===== src/rtl/sorted_range_table_lookup_assert.svh =====
// Assertion macros for the sorted range table lookup block.
`ifndef SORTED_RANGE_TABLE_LOOKUP_ASSERT_SVH
`define SORTED_RANGE_TABLE_LOOKUP_ASSERT_SVH
`ifndef SYNTHESIS
// Same-cycle implication.
`define SRTL_ASSERT_IMPL(label, clk, rstn, ante, cons) \
    label: assert property (@(posedge clk) disable iff (!(rstn)) (ante) |-> (cons)) \
        else $error("assertion failed");
// Next-cycle implication.
`define SRTL_ASSERT_NEXT(label, clk, rstn, ante, cons) \
    label: assert property (@(posedge clk) disable iff (!(rstn)) (ante) |=> (cons)) \
        else $error("assertion failed");
`else
`define SRTL_ASSERT_IMPL(label, clk, rstn, ante, cons)
`define SRTL_ASSERT_NEXT(label, clk, rstn, ante, cons)
`endif
`endif


===== src/rtl/srtl_pkg.sv =====
// Shared types and constants for the sorted range table lookup block.
package srtl_pkg;
    localparam int BASE_W  = 64;
    localparam int SIZE_W  = 32;
    localparam int HELD_W  = 9;
    localparam int STAT_W  = 2;

    typedef enum logic [1:0] {
        OP_CLEAR  = 2'd0,
        OP_INSERT = 2'd1,
        OP_QUERY  = 2'd2,
        OP_NONE   = 2'd3
    } op_t;

    typedef enum logic [1:0] {
        ST_DONE  = 2'd0,
        ST_EMPTY = 2'd1,
        ST_FULL  = 2'd2
    } status_t;

    typedef enum logic [1:0] {
        S_IDLE  = 2'd0,
        S_QUERY = 2'd1,
        S_DONE  = 2'd2
    } state_t;

    typedef struct packed {
        logic done;
        logic hit;
    } search_res_t;

    typedef struct packed {
        logic              hit;
        status_t           status;
        logic [HELD_W-1:0] held;
    } result_t;
endpackage


===== src/rtl/srtl_search.sv =====
// Iterative binary search over per-cell hit and below flags.
module srtl_search #(
    parameter int N  = 256,
    parameter int CW = 9
) (
    input  logic                 aclk,
    input  logic                 aresetn,
    input  logic                 start,
    input  logic [CW-1:0]        count,
    input  logic [N-1:0]         contain_v,
    input  logic [N-1:0]         less_v,
    output srtl_pkg::search_res_t res
);
    import srtl_pkg::*;

    localparam int IW  = CW + 1;
    localparam int IXW = (N > 1) ? $clog2(N) : 1;

    logic signed [IW-1:0] lo_reg, lo_next, hi_reg, hi_next;
    logic signed [IW-1:0] diff, mid;
    logic                 active_reg, active_next;
    logic                 empty, found;

    assign diff  = hi_reg - lo_reg;
    assign mid   = lo_reg + (diff >>> 1);
    assign empty = lo_reg > hi_reg;
    assign found = !empty && contain_v[mid[IXW-1:0]];

    always_comb begin
        lo_next     = lo_reg;
        hi_next     = hi_reg;
        active_next = active_reg;
        res.done    = 1'b0;
        res.hit     = 1'b0;
        if (start) begin
            lo_next     = '0;
            hi_next     = $signed({1'b0, count}) - IW'(1);
            active_next = 1'b1;
        end else if (active_reg) begin
            if (empty || found) begin
                res.done    = 1'b1;
                res.hit     = found;
                active_next = 1'b0;
            end else if (less_v[mid[IXW-1:0]]) begin
                hi_next = mid - IW'(1);
            end else begin
                lo_next = mid + IW'(1);
            end
        end
    end

    always_ff @(posedge aclk) begin
        if (!aresetn) begin
            active_reg <= 1'b0;
        end else begin
            active_reg <= active_next;
        end
        lo_reg <= lo_next;
        hi_reg <= hi_next;
    end
endmodule


===== config.mk =====
export PLATFORM = sky130hd
export DESIGN_NAME = srtl_search
export DESIGN_NICKNAME = d
export VERILOG_FILES = /design/src/rtl/sorted_range_table_lookup_assert.svh /design/src/rtl/srtl_pkg.sv /design/src/rtl/srtl_search.sv
export SDC_FILE = /design/constraint.sdc
export NUM_CORES = 1
export LEC_CHECK = 0
export ABC_AREA = 1
export CORE_AREA = 2 2 205 207
export CTS_BUF_LIST = sky130_fd_sc_hd__clkbuf_16
export DETAILED_ROUTE_END_ITERATION = 6
export DIE_AREA = 0 0 207 209
export DONT_BUFFER_PORTS = 1
export SLEW_MARGIN = 30
export SYNTH_ARGS = -nofsm -noshare
export SYNTH_HDL_FRONTEND = slang
export SYNTH_SLANG_ARGS = --single-unit

===== constraint.sdc =====
create_clock -name aclk -period 4.6 [get_ports aclk]
set_clock_uncertainty 0.05 [all_clocks]
set_input_delay 0.23 -clock aclk [delete_from_list [all_inputs] [get_ports aclk]]
set_output_delay 0.23 -clock aclk [all_outputs]
set_load 0.01 [all_outputs]

==> reports/metrics.csv <==
stage,metric,value,unit
logic_synthesis,synthesis.area,8020,sq um
setup_path,delay_contributed_by_the_slowest_stage_of_the_critical_path,0.90,ns
routing,avgRoutedWirePerCell,20.4,um
job,timing.max_cap.violations,0,
routing,detail_route.wirelength,44.9,mm
setup_path,cp_max_stage_cell,fa_4,
routing,vias_per_cell,4.90,
logic_synthesis,syn_nets,2229,
logic_synthesis,ys_types,47,
final_layout,register_area,520,sq um
logic_synthesis,syn_avg_cell_area,4.77,sq um
place,dp.cells,2174,
final_layout,post_route_cells_drive_above_1_share,9.15,%
setup_path,required,4.32,ns
die,horizontal_die_dimension,207,um
setup_path,crit_chain,"or2_4, inv_4, fa_1, inv_2, ha_4, inv_2, fa_4, buf_12, buf_4, o21ai_0, o21ai_1, nand2_1, nand3_1, nand3_1, nand3_1, nand3_2, nand3_2, nand2_4, buf_4, nor4_4, buf_4",
setup_path,critical_path.n_buffers_inverters,7,
die,core_area,41300,sq um
final_layout,combined_area_of_the_multi_input_logic_cells,6620,sq um
place,placement.io_buffers,0,
logic_synthesis,ys_async_sr_fraction,0,%
clock_network,tritoncts,done,
logic_synthesis,ys.warnings.count,0,
clock_network,clock_tree.htree_level_count,1,
logic_synthesis,netlist.top_cell.by_area,nand2_1,
timing,relSlewSlack,58.2,%
global_route,first_global_vias,10300,
setup_path,crit_path_start_kind,register,
routing,antenna_left,0,
place,gpl.final_weighted_congestion,0.929,
timing,timing_hold_violations_final,0,
die,die_h,209,um
place,instance_area_after_placement,8770,sq um
timing,grt_setup_unrepaired,yes,
logic_synthesis,ys_dominant_reg_cell,dfxtp_1,
global_route,number_of_antenna_violations_at_the_first_check_in_global_routing,11,
routing,vias_post_dr,10800,
die,pin_count,526,
setup_path,critPathMaxFanout,6,
final_layout,area_delta_synth_final,16.5,%
logic_synthesis,ys_seq_elements,21,
clock_network,cts-buffers-inserted,3,
timing,finalMaxSlewViolations,0,
global_route,globalRouteOverflowTotal,0,
routing,post-route-drc-count,0,
final_layout,final_cell_count_no_fill,2197,
timing,share_of_the_clock_period_used_by_the_worst_path,98.1,%
run_status,outcome,finished clean,
timing,final-setup-viol-count,0,
logic_synthesis,top_cells_by_area_synth,"nand2_1, nand3_1, nor2_1, o21ai_0, inv_1",
global_route,gr-usage-all-layers,19.5,%
timing,period_needed,4.51,ns
clock_network,clkTransAtPathRegs,0.06,ns
place,place_hpwl,36.4,mm
final_layout,stdcell_area,9340,sq um
clock_network,max-clock-path-buffers,2,
logic_synthesis,yosys.area.top_type_share,31.8,%
logic_synthesis,synth-seq-area-share,6.49,%
clock_network,cts-root-buf,clkbuf_16,
hold_path,worstHoldPathType,in -> reg,
clock_network,worstSkewPairLatency,0.25,ns
routing,drt-pass1-iter-count,5,
clock_network,clock_sink_count,21,
global_route,grt_max_degree,108,
timing,max_fclk,0.222,GHz
final_layout,layout.nets,2200,
global_route,grt_pass1_wl,63.5,mm
routing,detailedRoute.firstIterationViolations,839,
timing,worst_pin_slew,0.627,ns
die,floorplan.initialDensity,19.4,%
logic_synthesis,synth_enable_flop_cells,10,
setup_path,cell_family_contributing_the_most_delay_on_the_critical_path,adder cells,
die,die-area,43300,sq um
setup_path,worst_ep_arrival_time,4.23,ns
setup_path,critical_path_class,reg -> out,
die,num_rows,75,
setup_path,setup.worst_path.end_class,output pin,
logic_synthesis,count_of_mapped_cells_out_of_synthesis,1680,
final_layout,fillerInstances,4892,
-- cell families (layout without fill, tap and decap cells) --
kind of cell    Yosys count  after routing  synth area share, %
simple gates           1202           1202                 61.7
buf+inv                 245            215                 13.9
compound gates          160            160                 10.5
xor+xnor                 26             26                 3.20
fa+ha+maj                25             25                 4.09
flops                    21             21                 6.49
mux                       1              1                0.125
other cells               0              8                    0
-- synth_stat cells, types with 2 or more instances --
cell type and instances:
a21o_1 2, a21oi_1 14, a22oi_1 2, a31oi_1 3
buf_2 63, buf_4 25, buf_6 2, clkbuf_1 18
dfxtp_1 11, edfxtp_1 10, fa_1 2, ha_1 23
inv_1 128, inv_2 5, inv_4 2, nand2_1 680
nand2_2 2, nand3_1 256, nand4_1 11, nor2_1 231
nor2_4 2, nor3_1 7, nor4_1 2, o211ai_1 3
o21ai_0 108, o21ai_1 22, or2_1 3, or2_2 2
xnor2_1 5, xor2_1 18, xor2_2 2
-- worst paths after layout --
path,to,slack (ns),startpoint,cells past startpoint
setup / recovery,res[0],0.09,hi_reg[0]$_DFFE_PP_,21
setup reg to reg,hi_reg[0]$_DFFE_PP_,0.16,hi_reg[0]$_DFFE_PP_,24
hold reg to reg,lo_reg[5]$_SDFFE_PP0P_,0.47,lo_reg[5]$_SDFFE_PP0P_,2
hold / removal,active_reg$_SDFF_PN0_,0.14,aresetn,2
-- final cells by class --
type / instances / area share (%)
antenna: 8 / 0.214
tap: 539 / 7.22
clock buffer: 3 / 0.803
timing repair buffer: 75 / 9.64
multi-input combinational: 1414 / 70.8
clock inverter: 1 / 0.0536
sequential: 21 / 5.57
inverter: 136 / 5.65
-- worst reg2reg max path, delay by kind of cell, from the launching register on --
family / cells / cell delay, ns
AO/OA/AOI/OAI: 1 / 0.19
AND/OR/NAND/NOR: 13 / 1.41
flip-flops: 1 / 0.38
adder cells (fa/ha/maj): 3 / 1.44
buffers and inverters: 7 / 0.71
-- placed cells by master (no fill, tap or decap), types with 14 or more instances in the layout --
| cell | n |
|---|---|
| nand2_1 | 671 |
| nand3_1 | 231 |
| nor2_1 | 225 |
| inv_1 | 124 |
| o21ai_0 | 87 |
| buf_4 | 44 |
| o21ai_1 | 39 |
| nand3_2 | 26 |
| ha_1 | 22 |
| xor2_1 | 18 |
| buf_12 | 17 |
| a21oi_1 | 14 |
-- per-layer routing --
metal / vias to the layer above / global-route usage, % / wire length, um
li1: 5262 / - / -
met1: 4831 / 23.1 / 18000
met2: 587 / 34.7 / 21800
met3: 87 / 2.65 / 3140
met4: 4 / 9.14 / 1920
met5: - / 0 / 31
-- metrics by stage --
step | hold WS (ns) | setup WS (ns) | setup TNS [ns] | util (%)
floorplan | 0.292 | 0.361 | 0 | -
global placement | 0.399 | -0.384 | -5.55 | 21.2
detailed placement | 0.382 | -0.357 | -4.88 | 21.2
CTS | 0.128 | 0.00517 | 0 | 22.0
global route | 0.117 | -0.132 | -1.01 | 22.6
finish | 0.136 | 0.0857 | 0 | 22.6
-- timing repair --
action	in CTS	in global routing
hold buffers	0	0
endpoints found under the setup margin	22	22
gates cloned	5	0
buffers inserted	3	3
resized for setup	44	55
pin swaps	13	23
Power is not shown: default switching activity piles up to over one toggle a cycle in this logic, so the estimate is an artifact.
