--- config.mk ---
export PLATFORM = sky130hd
export DESIGN_NAME = srtl_cell
export DESIGN_NICKNAME = d
export VERILOG_FILES = /design/src/rtl/sorted_range_table_lookup_assert.svh /design/src/rtl/srtl_pkg.sv /design/src/rtl/srtl_cell.sv
export SDC_FILE = /design/constraint.sdc
export NUM_CORES = 1
export LEC_CHECK = 0
export BUFFER_PORTS_ARGS = -buffer_cell sky130_fd_sc_hd__buf_2
export CAP_MARGIN = 20
export CORE_UTILIZATION = 53
export DETAILED_ROUTE_END_ITERATION = 7
export MAX_ROUTING_LAYER = met4
export PLACE_DENSITY = 0.88
export SETUP_SLACK_MARGIN = 0.02
export SYNTH_ARGS = -nofsm -noshare
export SYNTH_HDL_FRONTEND = slang
export SYNTH_SLANG_ARGS = --single-unit
--- constraint.sdc ---
create_clock -name aclk -period 7 [get_ports aclk]
set_input_delay 0.7 -clock aclk [delete_from_list [all_inputs] [get_ports aclk]]
set_output_delay 0.7 -clock aclk [all_outputs]
set_load 0.005 [all_outputs]
--- src/rtl/sorted_range_table_lookup_assert.svh ---
// Assertion macros for the sorted range table lookup block.
`ifndef SORTED_RANGE_TABLE_LOOKUP_ASSERT_SVH
`define SORTED_RANGE_TABLE_LOOKUP_ASSERT_SVH
`ifndef SYNTHESIS
// Same-cycle implication.
`define SRTL_ASSERT_IMPL(label, clk, rstn, ante, cons) \
    label: assert property (@(posedge clk) disable iff (!(rstn)) (ante) |-> (cons)) \
        else $error("assertion failed");
// Next-cycle implication.
`define SRTL_ASSERT_NEXT(label, clk, rstn, ante, cons) \
    label: assert property (@(posedge clk) disable iff (!(rstn)) (ante) |=> (cons)) \
        else $error("assertion failed");
`else
`define SRTL_ASSERT_IMPL(label, clk, rstn, ante, cons)
`define SRTL_ASSERT_NEXT(label, clk, rstn, ante, cons)
`endif
`endif

--- src/rtl/srtl_pkg.sv ---
// Shared types and constants for the sorted range table lookup block.
package srtl_pkg;
    localparam int BASE_W  = 64;
    localparam int SIZE_W  = 32;
    localparam int HELD_W  = 9;
    localparam int STAT_W  = 2;

    typedef enum logic [1:0] {
        OP_CLEAR  = 2'd0,
        OP_INSERT = 2'd1,
        OP_QUERY  = 2'd2,
        OP_NONE   = 2'd3
    } op_t;

    typedef enum logic [1:0] {
        ST_DONE  = 2'd0,
        ST_EMPTY = 2'd1,
        ST_FULL  = 2'd2
    } status_t;

    typedef enum logic [1:0] {
        S_IDLE  = 2'd0,
        S_QUERY = 2'd1,
        S_DONE  = 2'd2
    } state_t;

    typedef struct packed {
        logic done;
        logic hit;
    } search_res_t;

    typedef struct packed {
        logic              hit;
        status_t           status;
        logic [HELD_W-1:0] held;
    } result_t;
endpackage

--- src/rtl/srtl_cell.sv ---
// One table cell: holds a range, shifts up on insert, evaluates a query.
module srtl_cell #(
    parameter int IDX = 0,
    parameter int CW  = 9
) (
    input  logic                        aclk,
    input  logic                        ins_en,
    input  logic                        q_en,
    input  logic [CW-1:0]               count,
    input  logic [srtl_pkg::BASE_W-1:0] new_base,
    input  logic [srtl_pkg::SIZE_W-1:0] new_size,
    input  logic [srtl_pkg::BASE_W-1:0] q_addr,
    input  logic                        prev_gt,
    input  logic [srtl_pkg::BASE_W-1:0] prev_base,
    input  logic [srtl_pkg::SIZE_W-1:0] prev_size,
    output logic                        gt,
    output logic [srtl_pkg::BASE_W-1:0] base_out,
    output logic [srtl_pkg::SIZE_W-1:0] size_out,
    output logic                        contain,
    output logic                        less
);
    import srtl_pkg::*;

    logic [BASE_W-1:0] base_reg, base_next;
    logic [SIZE_W-1:0] size_reg, size_next;
    logic              contain_reg, contain_next;
    logic              less_reg, less_next;
    logic [BASE_W-1:0] top_addr;
    logic              below, at_end;

    assign below    = CW'(IDX) < count;
    assign at_end   = CW'(IDX) == count;
    assign gt       = below && (base_reg > new_base);
    assign top_addr = base_reg + {{(BASE_W-SIZE_W){1'b0}}, size_reg};

    always_comb begin
        base_next    = base_reg;
        size_next    = size_reg;
        contain_next = contain_reg;
        less_next    = less_reg;
        if (ins_en) begin
            if (prev_gt) begin
                base_next = prev_base;
                size_next = prev_size;
            end else if (gt || at_end) begin
                base_next = new_base;
                size_next = new_size;
            end
        end
        if (q_en) begin
            contain_next = (q_addr >= base_reg) && (q_addr < top_addr);
            less_next    = q_addr < base_reg;
        end
    end

    always_ff @(posedge aclk) begin
        base_reg    <= base_next;
        size_reg    <= size_next;
        contain_reg <= contain_next;
        less_reg    <= less_next;
    end

    assign base_out = base_reg;
    assign size_out = size_reg;
    assign contain  = contain_reg;
    assign less     = less_reg;
endmodule

==> results summary <==
The flow ran to the end, and the final reports show no timing, DRC or antenna violations. Yosys printed 0 warnings. The register with the most flip-flops in the layout has 64 of them.

The cell type contributing the most total cell area after synthesis is sky130_fd_sc_hd__edfxtp_1. The routed design has around 33000 µm of wire. The critical path in this run is classified as flop to flop.

The starting density of the core came out at 0.548. By count the netlist is led by 223 x sky130_fd_sc_hd__ha_1, 136 x sky130_fd_sc_hd__inv_1, 107 x sky130_fd_sc_hd__o21ai_0. The first global-routing pass estimated 52600 µm of wire. Synthesis instantiated a little over 60 different standard cells from the library. The tightest min-delay check is of the input pin to flop type. The synthesized netlist net count is 1681. The number of antenna-violating nets in the routed design is 0.

The setup clock skew after layout is 0.0107 ns. The die height came out at ~150 µm. Post-CTS timing repair inserted 0 buffers for setup. The layout has 1620 filler cells. Setup violations remaining at the end of the flow were counted as 0.

The relative slew slack is 0.439. The number of global-route vias before repair came out at between 10000 and 15000. The total global-route track usage came out at 0.322. The share of async-settable or async-resettable flops after synthesis came out at 0. The congestion estimate from routability-driven global placement came to roughly 0.96. The number of violations reported at the end of detailed-routing iteration 0 is around 660. The number of antenna violations at the first check in global routing is 0. The antenna diode count is 0. The cell area that synthesis handed to floorplanning was roughly 11000 µm². The post-synthesis sequential area ratio came out at 0.271. The average wire per standard cell is ~18 µm. The smallest clock period supported by the final layout is computed as approximately 5.5 ns. The insertion delay of the later-clocked pin in the worst-skew pair came out at 0.37 ns.

The worst hold margin is 0.579 ns. The ratio of total power to cell area is ~170 nW/µm². The total via count after detailed routing is approximately 11000.

The synthesized instance count came out at roughly 1200. The die area came out at approximately 21000 µm². Counting the buffers created by CTS gives 9. The max-cap check violation count came out at 0. The sum of net half-perimeters after detailed placement is about 28000 µm.

The total negative slack for setup checks came out at 0 ns. The library cell used as clock root buffer is sky130_fd_sc_hd__clkbuf_16. The H-tree depth came out at 3. The leakage dissipation is ~0.0066 µW. The critical path goes through ha_1, a211oi_1, o211ai_1, a21oi_1, o31ai_4, a31oi_4, o21ai_4, a221oi_4, nor3_1, xnor2_1, ha_1, a21o_1, a211oi_1, a21oi_1, or3_1, a221oi_1, o21ai_0, a41o_1, a211oi_1. The arrival time of data at the critical path endpoint came out at ~5.7 ns.

The aggregate global routing overflow is 0. Summing all flip-flop and latch instances after layout gives roughly 2900 µm². The area taken by multi-input logic gates came out at 7290 µm².

The maximum buffer depth of the clock tree is 2. The maximum number of pins on one net before global-route repair is 89. The highest cell delay on the worst timing path is roughly 0.73 ns.

The sink count of the clock tree came out at between 90 and 100. The final layout contains 2035 nets. The number of vias per cell after detailed routing is approximately 5.8. Yosys mapped a number of flops with a built-in enable equal to a little under 100.

The most common cell in the synthesized netlist is sky130_fd_sc_hd__ha_1. The number of buffers inserted for hold repair after clock tree synthesis came out at 0. The number of synthesized register bits is between 90 and 100. The relative area change from synthesis to final layout came out at 22.2%. The highest clock rate is approximately 0.18 GHz. The number of top-level pins is about 370. The share of the synthesized area in the top cell type came out at 0.271. The launching element type of the critical path is a flop. Across the VDD grid, the largest voltage drop is ~120 µV. The post-CTS resize count is 0.

The number of core rows came out at a little over 50. The die width is between 100 and 150 µm. The dominant synthesized flop cell is sky130_fd_sc_hd__edfxtp_1.

The synthesized area per cell is between 9 and 10 µm². The number of pins with negative max-slew slack in the final report is 0. The count of buffers added on input and output ports is roughly 370.

The layout cell share with drive strength beyond 1 came out at 0.288. Among the stages of the critical path, the cell type that occurs most often is sky130_fd_sc_hd__a211oi_1. TritonCTS built the clock tree. After clock tree synthesis, the clock-pin slew on the worst setup and hold paths is roughly 0.080 ns. By area the synthesized netlist is led by sky130_fd_sc_hd__edfxtp_1 27%, sky130_fd_sc_hd__ha_1 26%, sky130_fd_sc_hd__o21ai_0 4.9%. Of all nets on the critical path, the largest fanout is 16. The measured slew at the worst slew-check pin is between 0.8 and 0.9 ns.

The final hold violation count came out at 0. The required time of the worst setup path is 7.20 ns. For this design, the slowest cell found on the critical path is sky130_fd_sc_hd__a221oi_4. The post-detailed-route DRC marker count is 0. The worst setup path is captured at a flop. The first detailed-routing pass ran for 5 iterations.

Setup repair after global routing left no endpoint under its margin. The standard cell core area is between 15000 and 20000 µm². The share of the cycle needed by the critical path after routing came out at 0.792.
-- area by class of cell --
cell class | instances | share of cell area
Multi-Input combinational cell | 927 | 0.550
Sequential cell | 98 | 0.222
Timing Repair Buffer | 370 | 0.140
Inverter | 136 | 0.0385
Tap cell | 265 | 0.0250
Clock buffer | 9 | 0.0170
Clock inverter | 6 | 0.00680
-- cells by family (layout without fill, tap and decap cells) --
kind of cell | count (synthesis) | after routing | share of synthesized area
fa+ha+maj | 224 | 224 | 0.259
xor+xnor | 61 | 61 | 0.0499
simple gates | 290 | 290 | 0.139
mux | 33 | 33 | 0.0343
buf+inv | 163 | 521 | 0.0572
compound gates | 319 | 319 | 0.189
flops | 98 | 98 | 0.271
-- final timing paths --
check | start | to | slack, ns | cells after the start
worst max-delay path | base_out[1]$_DFFE_PP_ | contain$_DFFE_PP_ | 1.45 | 19
worst min-delay path | q_en | less$_DFFE_PP_ | 0.58 | 1
worst max register to register | base_out[1]$_DFFE_PP_ | contain$_DFFE_PP_ | 1.45 | 19
worst min register to register | base_out[63]$_DFFE_PP_ | contain$_DFFE_PP_ | 1.03 | 4
-- per-layer routing --
layer | GRT usage | wire length (µm) | up-vias
met5 | - | 0 | -
met3 | 0.0525 | 2400 | 83
met4 | 0.109 | 1010 | 0
li1 | - | - | 5070
met2 | 0.564 | 16700 | 493
met1 | 0.374 | 13300 | 4895
-- report_power, final --
| part | internal [µW] | switching [µW] | total, µW |
|---|---|---|---|
| sequential | 708 | 57.0 | 765 |
| combinational | 399 | 482 | 881 |
| clock | 314 | 246 | 560 |
| total | 1420 | 786 | 2210 |
-- worst max-delay path: cells and delay by family (launching register included) --
kind	cells	cell delay, ns
xor+xnor	1	0.17
compound gates	14	3.62
fa+ha+maj	2	0.64
simple gates	2	0.49
flops	1	0.45
-- stage by stage --
step / cells / instance area (µm²) / utilization / power, µW / setup slack (ns)
after global routing: 1811 / 13300 / 0.670 / 2340 / 0.997
after global placement: 1796 / 12900 / 0.654 / 1610 / 1.72
after floorplan: 1188 / 10800 / - / 1330 / 1.80
after CTS: 1811 / 13300 / 0.670 / 2190 / 1.47
final: 1811 / 13300 / 0.670 / 2210 / 1.45
after detailed placement: 1796 / 12900 / 0.654 / 1640 / 1.50
-- cells in the final DEF, fill, tap and decap left out, types with 3 or more instances in the layout --
master,synthesis,layout
sky130_fd_sc_hd__and2_1,4,4
sky130_fd_sc_hd__nor2b_1,13,13
sky130_fd_sc_hd__mux2_2,33,33
sky130_fd_sc_hd__nor2_1,37,37
sky130_fd_sc_hd__nor3_2,3,3
sky130_fd_sc_hd__clkbuf_16,0,9
sky130_fd_sc_hd__nor3_1,19,19
sky130_fd_sc_hd__inv_1,136,136
sky130_fd_sc_hd__nor4_2,4,4
sky130_fd_sc_hd__a31oi_1,5,5
sky130_fd_sc_hd__or4_1,4,4
sky130_fd_sc_hd__o211ai_1,5,5
sky130_fd_sc_hd__nor4_1,15,15
sky130_fd_sc_hd__xor2_1,18,18
sky130_fd_sc_hd__nand4_1,42,42
sky130_fd_sc_hd__a31o_2,5,5
sky130_fd_sc_hd__a21o_1,64,64
sky130_fd_sc_hd__buf_2,1,366
sky130_fd_sc_hd__a211o_1,4,4
sky130_fd_sc_hd__xnor2_1,42,42
sky130_fd_sc_hd__nand2_1,99,99
sky130_fd_sc_hd__nand3_1,16,16
sky130_fd_sc_hd__a21oi_1,75,75
sky130_fd_sc_hd__ha_1,223,223
sky130_fd_sc_hd__and3_1,5,5
sky130_fd_sc_hd__o21ai_0,107,107
sky130_fd_sc_hd__edfxtp_1,98,98
sky130_fd_sc_hd__buf_4,0,4
sky130_fd_sc_hd__and4_1,4,4
sky130_fd_sc_hd__o21a_1,11,10
sky130_fd_sc_hd__a211oi_1,14,14
sky130_fd_sc_hd__nand2b_1,12,12
sky130_fd_sc_hd__or3_1,5,5
sky130_fd_sc_hd__o21bai_1,4,4
Note: power is estimated with default switching activity, not from simulation.
